===== src/rtl/rid_pkg.sv =====
`timescale 1ns / 1ps
// ----------------------------------------------------------------------------
// rid_pkg
// shared types and constants of the rca ir frame decoder
// ----------------------------------------------------------------------------
package rid_pkg;

    localparam int DUR_W      = 16;
    localparam int WIN_W      = 16;
    localparam int POS_W      = 8;
    localparam int STORE_W    = 24;
    localparam int COUNT_W    = 5;
    localparam int CFG_IDX_W  = 2;

    localparam logic [POS_W-1:0]   FIRST_GAP_POS = 8'd3;
    localparam logic [POS_W-1:0]   POS_MAX       = 8'd255;
    localparam logic [COUNT_W-1:0] FRAME_BITS    = 5'd24;
    localparam logic [COUNT_W-1:0] TOP_BIT       = 5'd23;

    localparam logic [CFG_IDX_W-1:0] REG_ZERO_MIN = 2'd0;
    localparam logic [CFG_IDX_W-1:0] REG_ZERO_MAX = 2'd1;
    localparam logic [CFG_IDX_W-1:0] REG_ONE_MIN  = 2'd2;
    localparam logic [CFG_IDX_W-1:0] REG_ONE_MAX  = 2'd3;

    localparam logic [WIN_W-1:0] ZERO_MIN_RST = 16'd800;
    localparam logic [WIN_W-1:0] ZERO_MAX_RST = 16'd1200;
    localparam logic [WIN_W-1:0] ONE_MIN_RST  = 16'd1600;
    localparam logic [WIN_W-1:0] ONE_MAX_RST  = 16'd2400;

    typedef struct packed {
        logic [DUR_W-1:0] duration;
        logic             frame_end;
    } rid_in_t;

    typedef struct packed {
        logic [7:0]         address;
        logic [7:0]         command;
        logic [7:0]         check_byte;
        logic [COUNT_W-1:0] bits_decoded;
        logic               stopped_early;
    } rid_out_t;

    typedef struct packed {
        logic [WIN_W-1:0] zero_min;
        logic [WIN_W-1:0] zero_max;
        logic [WIN_W-1:0] one_min;
        logic [WIN_W-1:0] one_max;
    } rid_window_t;

    typedef struct packed {
        logic hit_zero;
        logic hit_one;
    } rid_gap_class_t;

endpackage


===== src/rtl/rid_cfg_regs.sv =====
`timescale 1ns / 1ps
// ----------------------------------------------------------------------------
// rid_cfg_regs
// gap window registers, written through the plain write port
// ----------------------------------------------------------------------------
module rid_cfg_regs
    import rid_pkg::*;
(
    input  logic                 clk,
    input  logic                 rst_n,
    input  logic                 cfg_wr_en,
    input  logic [CFG_IDX_W-1:0] cfg_index,
    input  logic [WIN_W-1:0]     cfg_wdata,
    output rid_window_t          windows
);

    rid_window_t win_reg;

    always_ff @(posedge clk or negedge rst_n)
    begin
        if (!rst_n)
        begin
            win_reg.zero_min <= ZERO_MIN_RST;
            win_reg.zero_max <= ZERO_MAX_RST;
            win_reg.one_min  <= ONE_MIN_RST;
            win_reg.one_max  <= ONE_MAX_RST;
        end
        else if (cfg_wr_en)
        begin
            case (cfg_index)
                REG_ZERO_MIN: win_reg.zero_min <= cfg_wdata;
                REG_ZERO_MAX: win_reg.zero_max <= cfg_wdata;
                REG_ONE_MIN:  win_reg.one_min  <= cfg_wdata;
                REG_ONE_MAX:  win_reg.one_max  <= cfg_wdata;
                default:      win_reg <= win_reg;
            endcase
        end
    end

    assign windows = win_reg;

endmodule


===== src/rtl/rid_gap_class.sv =====
`timescale 1ns / 1ps
// ----------------------------------------------------------------------------
// rid_gap_class
// window compares of one gap duration, zero window first
// ----------------------------------------------------------------------------
module rid_gap_class
    import rid_pkg::*;
(
    input  logic [DUR_W-1:0] gap,
    input  rid_window_t      windows,
    output rid_gap_class_t   gap_class
);

    logic in_zero;
    logic in_one;

    always_comb
    begin
        in_zero = (gap >= windows.zero_min) && (gap <= windows.zero_max);
        in_one  = (gap >= windows.one_min) && (gap <= windows.one_max);
        gap_class.hit_zero = in_zero;
        gap_class.hit_one  = !in_zero && in_one;
    end

endmodule


===== src/rtl/rid_frame_acc.sv =====
`timescale 1ns / 1ps
// ----------------------------------------------------------------------------
// rid_frame_acc
// frame state: item position, bit store, bit count and stop flag;
// forms the result word from the updated state on the last item
// ----------------------------------------------------------------------------
module rid_frame_acc
    import rid_pkg::*;
(
    input  logic           clk,
    input  logic           rst_n,
    input  logic           step,
    input  logic           frame_end,
    input  rid_gap_class_t gap_class,
    output rid_out_t       result_next
);

    logic [POS_W-1:0]   pos_reg;
    logic [POS_W-1:0]   pos_next;
    logic [STORE_W-1:0] store_reg;
    logic [STORE_W-1:0] store_next;
    logic [COUNT_W-1:0] count_reg;
    logic [COUNT_W-1:0] count_next;
    logic               stop_reg;
    logic               stop_next;

    logic [STORE_W-1:0] store_upd;
    logic [COUNT_W-1:0] count_upd;
    logic               stop_upd;
    logic               take_gap;
    logic [COUNT_W-1:0] bit_idx;
    logic [7:0]         b0;
    logic [7:0]         b1;

    always_comb
    begin
        take_gap  = (pos_reg >= FIRST_GAP_POS) && pos_reg[0] && !stop_reg
                    && (count_reg < FRAME_BITS);
        bit_idx   = TOP_BIT - count_reg;
        store_upd = store_reg;
        count_upd = count_reg;
        stop_upd  = stop_reg;
        if (take_gap)
        begin
            if (gap_class.hit_zero || gap_class.hit_one)
            begin
                count_upd = count_reg + 5'd1;
                if (gap_class.hit_one)
                begin
                    store_upd[bit_idx] = 1'b1;
                end
            end
            else
            begin
                stop_upd = 1'b1;
            end
        end

        b0 = store_upd[23:16];
        b1 = store_upd[15:8];
        result_next.address       = {b1[3:0], b0[7:4]};
        result_next.command       = {b0[3:0], b1[7:4]};
        result_next.check_byte    = store_upd[7:0];
        result_next.bits_decoded  = count_upd;
        result_next.stopped_early = stop_upd;

        pos_next   = pos_reg;
        store_next = store_reg;
        count_next = count_reg;
        stop_next  = stop_reg;
        if (step)
        begin
            if (frame_end)
            begin
                pos_next   = '0;
                store_next = '0;
                count_next = '0;
                stop_next  = 1'b0;
            end
            else
            begin
                pos_next   = (pos_reg == POS_MAX) ? pos_reg : pos_reg + 8'd1;
                store_next = store_upd;
                count_next = count_upd;
                stop_next  = stop_upd;
            end
        end
    end

    always_ff @(posedge clk or negedge rst_n)
    begin
        if (!rst_n)
        begin
            pos_reg   <= '0;
            store_reg <= '0;
            count_reg <= '0;
            stop_reg  <= 1'b0;
        end
        else
        begin
            pos_reg   <= pos_next;
            store_reg <= store_next;
            count_reg <= count_next;
            stop_reg  <= stop_next;
        end
    end

endmodule


===== src/rtl/rca_ir_frame_decoder.sv =====
`timescale 1ns / 1ps
// ----------------------------------------------------------------------------
// rca_ir_frame_decoder
// decodes an rca infrared frame from a stream of pulse and gap durations
//
//   channel   direction  handshake            word
//   item      in         item_valid/stall     rid_in_t  (duration, frame_end)
//   result    out        result_valid/stall   rid_out_t (one per frame)
//   cfg       in         cfg_wr_en            cfg_index, cfg_wdata
//
// one word per cycle sustained while no result waits on result_stall; the last
// word of a frame goes through the input register, then the result register
// rst_n clears the frame state and loads the default gap windows
// item_stall rises only while the input register is full and a result waits
// on result_stall
// ----------------------------------------------------------------------------
module rca_ir_frame_decoder
    import rid_pkg::*;
(
    input  logic                 clk,
    input  logic                 rst_n,
    input  logic                 item_valid,
    output logic                 item_stall,
    input  rid_in_t              item,
    output logic                 result_valid,
    input  logic                 result_stall,
    output rid_out_t             result,
    input  logic                 cfg_wr_en,
    input  logic [CFG_IDX_W-1:0] cfg_index,
    input  logic [WIN_W-1:0]     cfg_wdata
);

    rid_in_t        item_reg;
    logic           item_valid_reg;
    rid_out_t       result_reg;
    logic           result_valid_reg;
    rid_window_t    windows;
    rid_gap_class_t gap_class;
    rid_out_t       result_next;
    logic           advance;
    logic           step;
    logic           take_item;

    assign advance    = !result_valid_reg || !result_stall;
    assign step       = item_valid_reg && advance;
    assign item_stall = item_valid_reg && !advance;
    assign take_item  = item_valid && !item_stall;

    rid_cfg_regs u_cfg (
        .clk       (clk),
        .rst_n     (rst_n),
        .cfg_wr_en (cfg_wr_en),
        .cfg_index (cfg_index),
        .cfg_wdata (cfg_wdata),
        .windows   (windows)
    );

    rid_gap_class u_class (
        .gap       (item_reg.duration),
        .windows   (windows),
        .gap_class (gap_class)
    );

    rid_frame_acc u_acc (
        .clk         (clk),
        .rst_n       (rst_n),
        .step        (step),
        .frame_end   (item_reg.frame_end),
        .gap_class   (gap_class),
        .result_next (result_next)
    );

    always_ff @(posedge clk or negedge rst_n)
    begin
        if (!rst_n)
        begin
            item_valid_reg   <= 1'b0;
            result_valid_reg <= 1'b0;
        end
        else
        begin
            item_valid_reg <= take_item || (item_valid_reg && !step);
            if (advance)
            begin
                result_valid_reg <= item_valid_reg && item_reg.frame_end;
            end
        end
    end

    always_ff @(posedge clk)
    begin
        if (take_item)
        begin
            item_reg <= item;
        end
        if (step && item_reg.frame_end)
        begin
            result_reg <= result_next;
        end
    end

    assign result_valid = result_valid_reg;
    assign result       = result_reg;

endmodule

===== config.mk =====
export PLATFORM = sky130hd
export DESIGN_NAME = rca_ir_frame_decoder
export DESIGN_NICKNAME = d
export VERILOG_FILES = /design/src/rtl/rid_pkg.sv /design/src/rtl/rid_cfg_regs.sv /design/src/rtl/rid_gap_class.sv /design/src/rtl/rid_frame_acc.sv /design/src/rtl/rca_ir_frame_decoder.sv
export SDC_FILE = /design/constraint.sdc
export NUM_CORES = 1
export LEC_CHECK = 0
export BUFFER_PORTS_ARGS = -buffer_cell sky130_fd_sc_hd__clkbuf_2
export CELL_PAD_IN_SITES_DETAIL_PLACEMENT = 0
export CELL_PAD_IN_SITES_GLOBAL_PLACEMENT = 2
export CORE_ASPECT_RATIO = 1.75
export CORE_MARGIN = 1.5
export CORE_UTILIZATION = 35
export DETAILED_ROUTE_END_ITERATION = 10
export GPL_ROUTABILITY_DRIVEN = 0
export PLACE_DENSITY = 0.76
export SETUP_SLACK_MARGIN = 0.1
export SLEW_MARGIN = 15
export SYNTH_ARGS = -nofsm -noshare
export SYNTH_HDL_FRONTEND = slang
export SYNTH_HIERARCHICAL = 1
export SYNTH_SLANG_ARGS = --single-unit

===== constraint.sdc =====
create_clock -name clk -period 2.6 [get_ports clk]
set_input_delay 0.26 -clock clk [delete_from_list [all_inputs] [get_ports clk]]
set_output_delay 0.26 -clock clk [all_outputs]
set_load 0.05 [all_outputs]

==> reports/metrics.yaml <==
grt:
  grt_pass1_vias: 6092
  grt_max_degree: 41
  grt_pass1_wl_mm: 31.15
  gr-total-overflow: 0
  antenna_found_initial: 0
  grt_util_all_layers: 0.1806
clock_tree:
  clk_latency_ns: 0.43
  cts_made_buffers: 17
  cts_tree: "built"
  clk_path_buf_depth: 2
  clock_sinks: 151
  cts_root_buf: "clkbuf_16"
  cts-htree-levels: 4
  clk_pin_slew_ns: 0.06
worst_setup_path:
  setup.worst_path.end: "u_acc/store_reg[10]"
  start_kind: "flop"
  rr_endpoint: "u_acc/store_reg[10]"
  crit_arrival_ns: 3.39
  reg2reg_depth: 14
  crit_fanout: 7
  timing.rr.start: "item_reg[2]"
  crit_path_end_kind: "flop"
  path_class: "reg -> reg"
  r2r_slack_ns: -0.44
  cp_data_required_time_ns: 2.95
  worstSetupStartpoint: "item_reg[2]"
sta:
  fin_setup_tns_ns: -20.44
  setup_slack_ns: -0.4381
  setup_violations: 59
  worst_pin_slew_ns: 0.7542
  rsz0062_at_grt: "true"
  relSlewSlack: 0.4972
  drv_slew: 0
  period_needed_ns: 3.038
  finClkSkew_ns: 0.01062
  max_freq_mhz: 329.2
  fin_crit_sh: 1.168
  hold_viol: 0
floorplanning:
  die_h_um: 199.3
  die_w_um: 115.2
  rows: 71
  die_area_um2: 22960
  fp.coreArea_um2: 21590
  initial_core_util: 0.3570
  ios: 72
yosys:
  synth_area_leaders: "dfrtp_1, edfxtp_1, ha_1, mux2_2, dfstp_2"
  synth-edff-count: 47
  ys_ff_latch: 151
  synth_top_area_cell: "dfrtp_1"
  synth-main-ff-cell: "dfrtp_1"
  synth_cell_types: 60
  synth.avg_cell_area_um2: 12.01
  seq_area_frac_synth: 0.5231
  synthCells: 642
  ys_warn_count: 6
  synth_area_um2: 7707
  synthTopCellsByCount: "dfrtp_1, ha_1, inv_1, mux2_2, edfxtp_1"
  yosysMostFrequentCell: "dfrtp_1"
  syn_nets: 751
  yosys.area.top_type_share: 0.2922
  async_flop_share: 0.6887
detailed_routing:
  vias: 5637
  wirelength_mm: 20.09
  drtAntennaViolNets: 0
  dr.pass1.iters: 5
  wl_per_cell_um: 18.43
  drt-initial-drc-count: 213
  route.detailed.drc: 0
  vias_per_cell: 5.172
outcome:
  violations: "setup timing"
  outcome: "finished, violations left"
hold_path:
  hp-class: "in -> reg"
placed_design:
  dpl_cell_area_um2: 8651
  dp.cells: 1021
  dp_hpwl_mm: 13.77
  portBuffers: 71
cells_and_area:
  design_area_um2: 10190
  final_nets: 894
  largest_register_ffs: 64
  area_delta_synth_final_pct: 32.18
  multiInputGateArea_um2: 3752
  fill_cells: 1981
  final-seq-area_um2: 4031
  antennaDiodeCount: 0
  drive_above_1_share: 0.3997
  final_cells: 1090
power:
  total_power_mw: 7.642
  ir_drop_mv: 0.5351
  power_density_nw_per_um2: 750.1
  leakage_nw: 4.552
run:
  max-cap-violations: 0
## cell type report
class                           instances  area share
Tap cell                              292     0.03586
Clock buffer                           18     0.04213
Multi-Input combinational cell        398      0.3683
Timing Repair Buffer                  148      0.1134
Inverter                               69     0.02542
Sequential cell                       151      0.3957
Clock inverter                         14     0.01916
## worst min path at each step
stage	from	to	slack [ns]	cells after the start
after global routing	item[8]	item_reg[8]	0.01	1
after detailed placement	rst_n	u_cfg/windows[54]	0.29	1
final	item[8]	item_reg[8]	0.03	1
after floorplan	rst_n	item_valid_reg	-0.04	0
after global placement	rst_n	u_cfg/windows[54]	0.28	1
after CTS	item[2]	item_reg[2]	0.0007	1
## per-stage QoR
| stage | util | worst slack [ns] | hold WS [ns] |
|---|---|---|---|
| finish | 0.4719 | -0.4381 | 0.03369 |
| global route | 0.4719 | -0.5609 | 0.01261 |
| CTS | 0.4564 | -0.4061 | 0.0007306 |
| detailed placement | 0.4007 | -0.5051 | 0.2861 |
| global placement | 0.4007 | -0.4256 | 0.2841 |
| floorplan | - | -0.08199 | -0.03559 |
## cell usage in the layout (no fill, tap or decap), types with 22 or more instances in the layout
| cell type | n |
|---|---|
| dfrtp_1 | 90 |
| edfxtp_1 | 47 |
| ha_1 | 58 |
| inv_1 | 66 |
| buf_4 | 41 |
| clkbuf_2 | 70 |
| mux2_2 | 65 |
| nor2_1 | 37 |
| a21oi_1 | 22 |
| a31oi_1 | 22 |
## routing by layer
layer / up-vias / GRT usage / part of all wire
li1: 2638 / - / -
met3: 41 / 0.03458 / 0.030
met4: 0 / 0.07956 / 0.029
met1: 2831 / 0.1737 / 0.35
met5: - / 0 / 0
met2: 127 / 0.3604 / 0.59
## critical path, stage by stage, from the launching register on
cell       delay [ns]
edfxtp_1         0.53
ha_4             0.30
nor2b_4          0.12
o211ai_2         0.21
a2111oi_4        0.10
a211oi_2         0.26
o21ai_2          0.11
a221oi_4         0.35
inv_2            0.08
a2111oi_4        0.21
buf_6            0.19
buf_12           0.14
buf_6            0.11
a31oi_1          0.09
nor2_1           0.15
## power breakdown
part,internal (mW),switching [mW]
combinational,0.899,1.13
clock,1.62,1.00
sequential,2.78,0.215
total,5.29,2.35
## repair_timing
item,CTS,global route
setup endpoints to repair,60,60
resized for setup,52,35
pin swaps,46,32
setup buffers,13,4
hold buffers,14,1
gates cloned,2,3
hold endpoints to repair,44,1
## logic make-up after synthesis
| family | share of synthesized area |
|---|---|
| buffers and inverters | 0.05065 |
| AO/OA/AOI/OAI | 0.1200 |
| flip-flops | 0.5231 |
| AND/OR/NAND/NOR | 0.09594 |
| adder cells (fa/ha/maj) | 0.1120 |
| XOR/XNOR | 0.003410 |
| multiplexers | 0.09497 |
(Power assumes the default switching activity.)
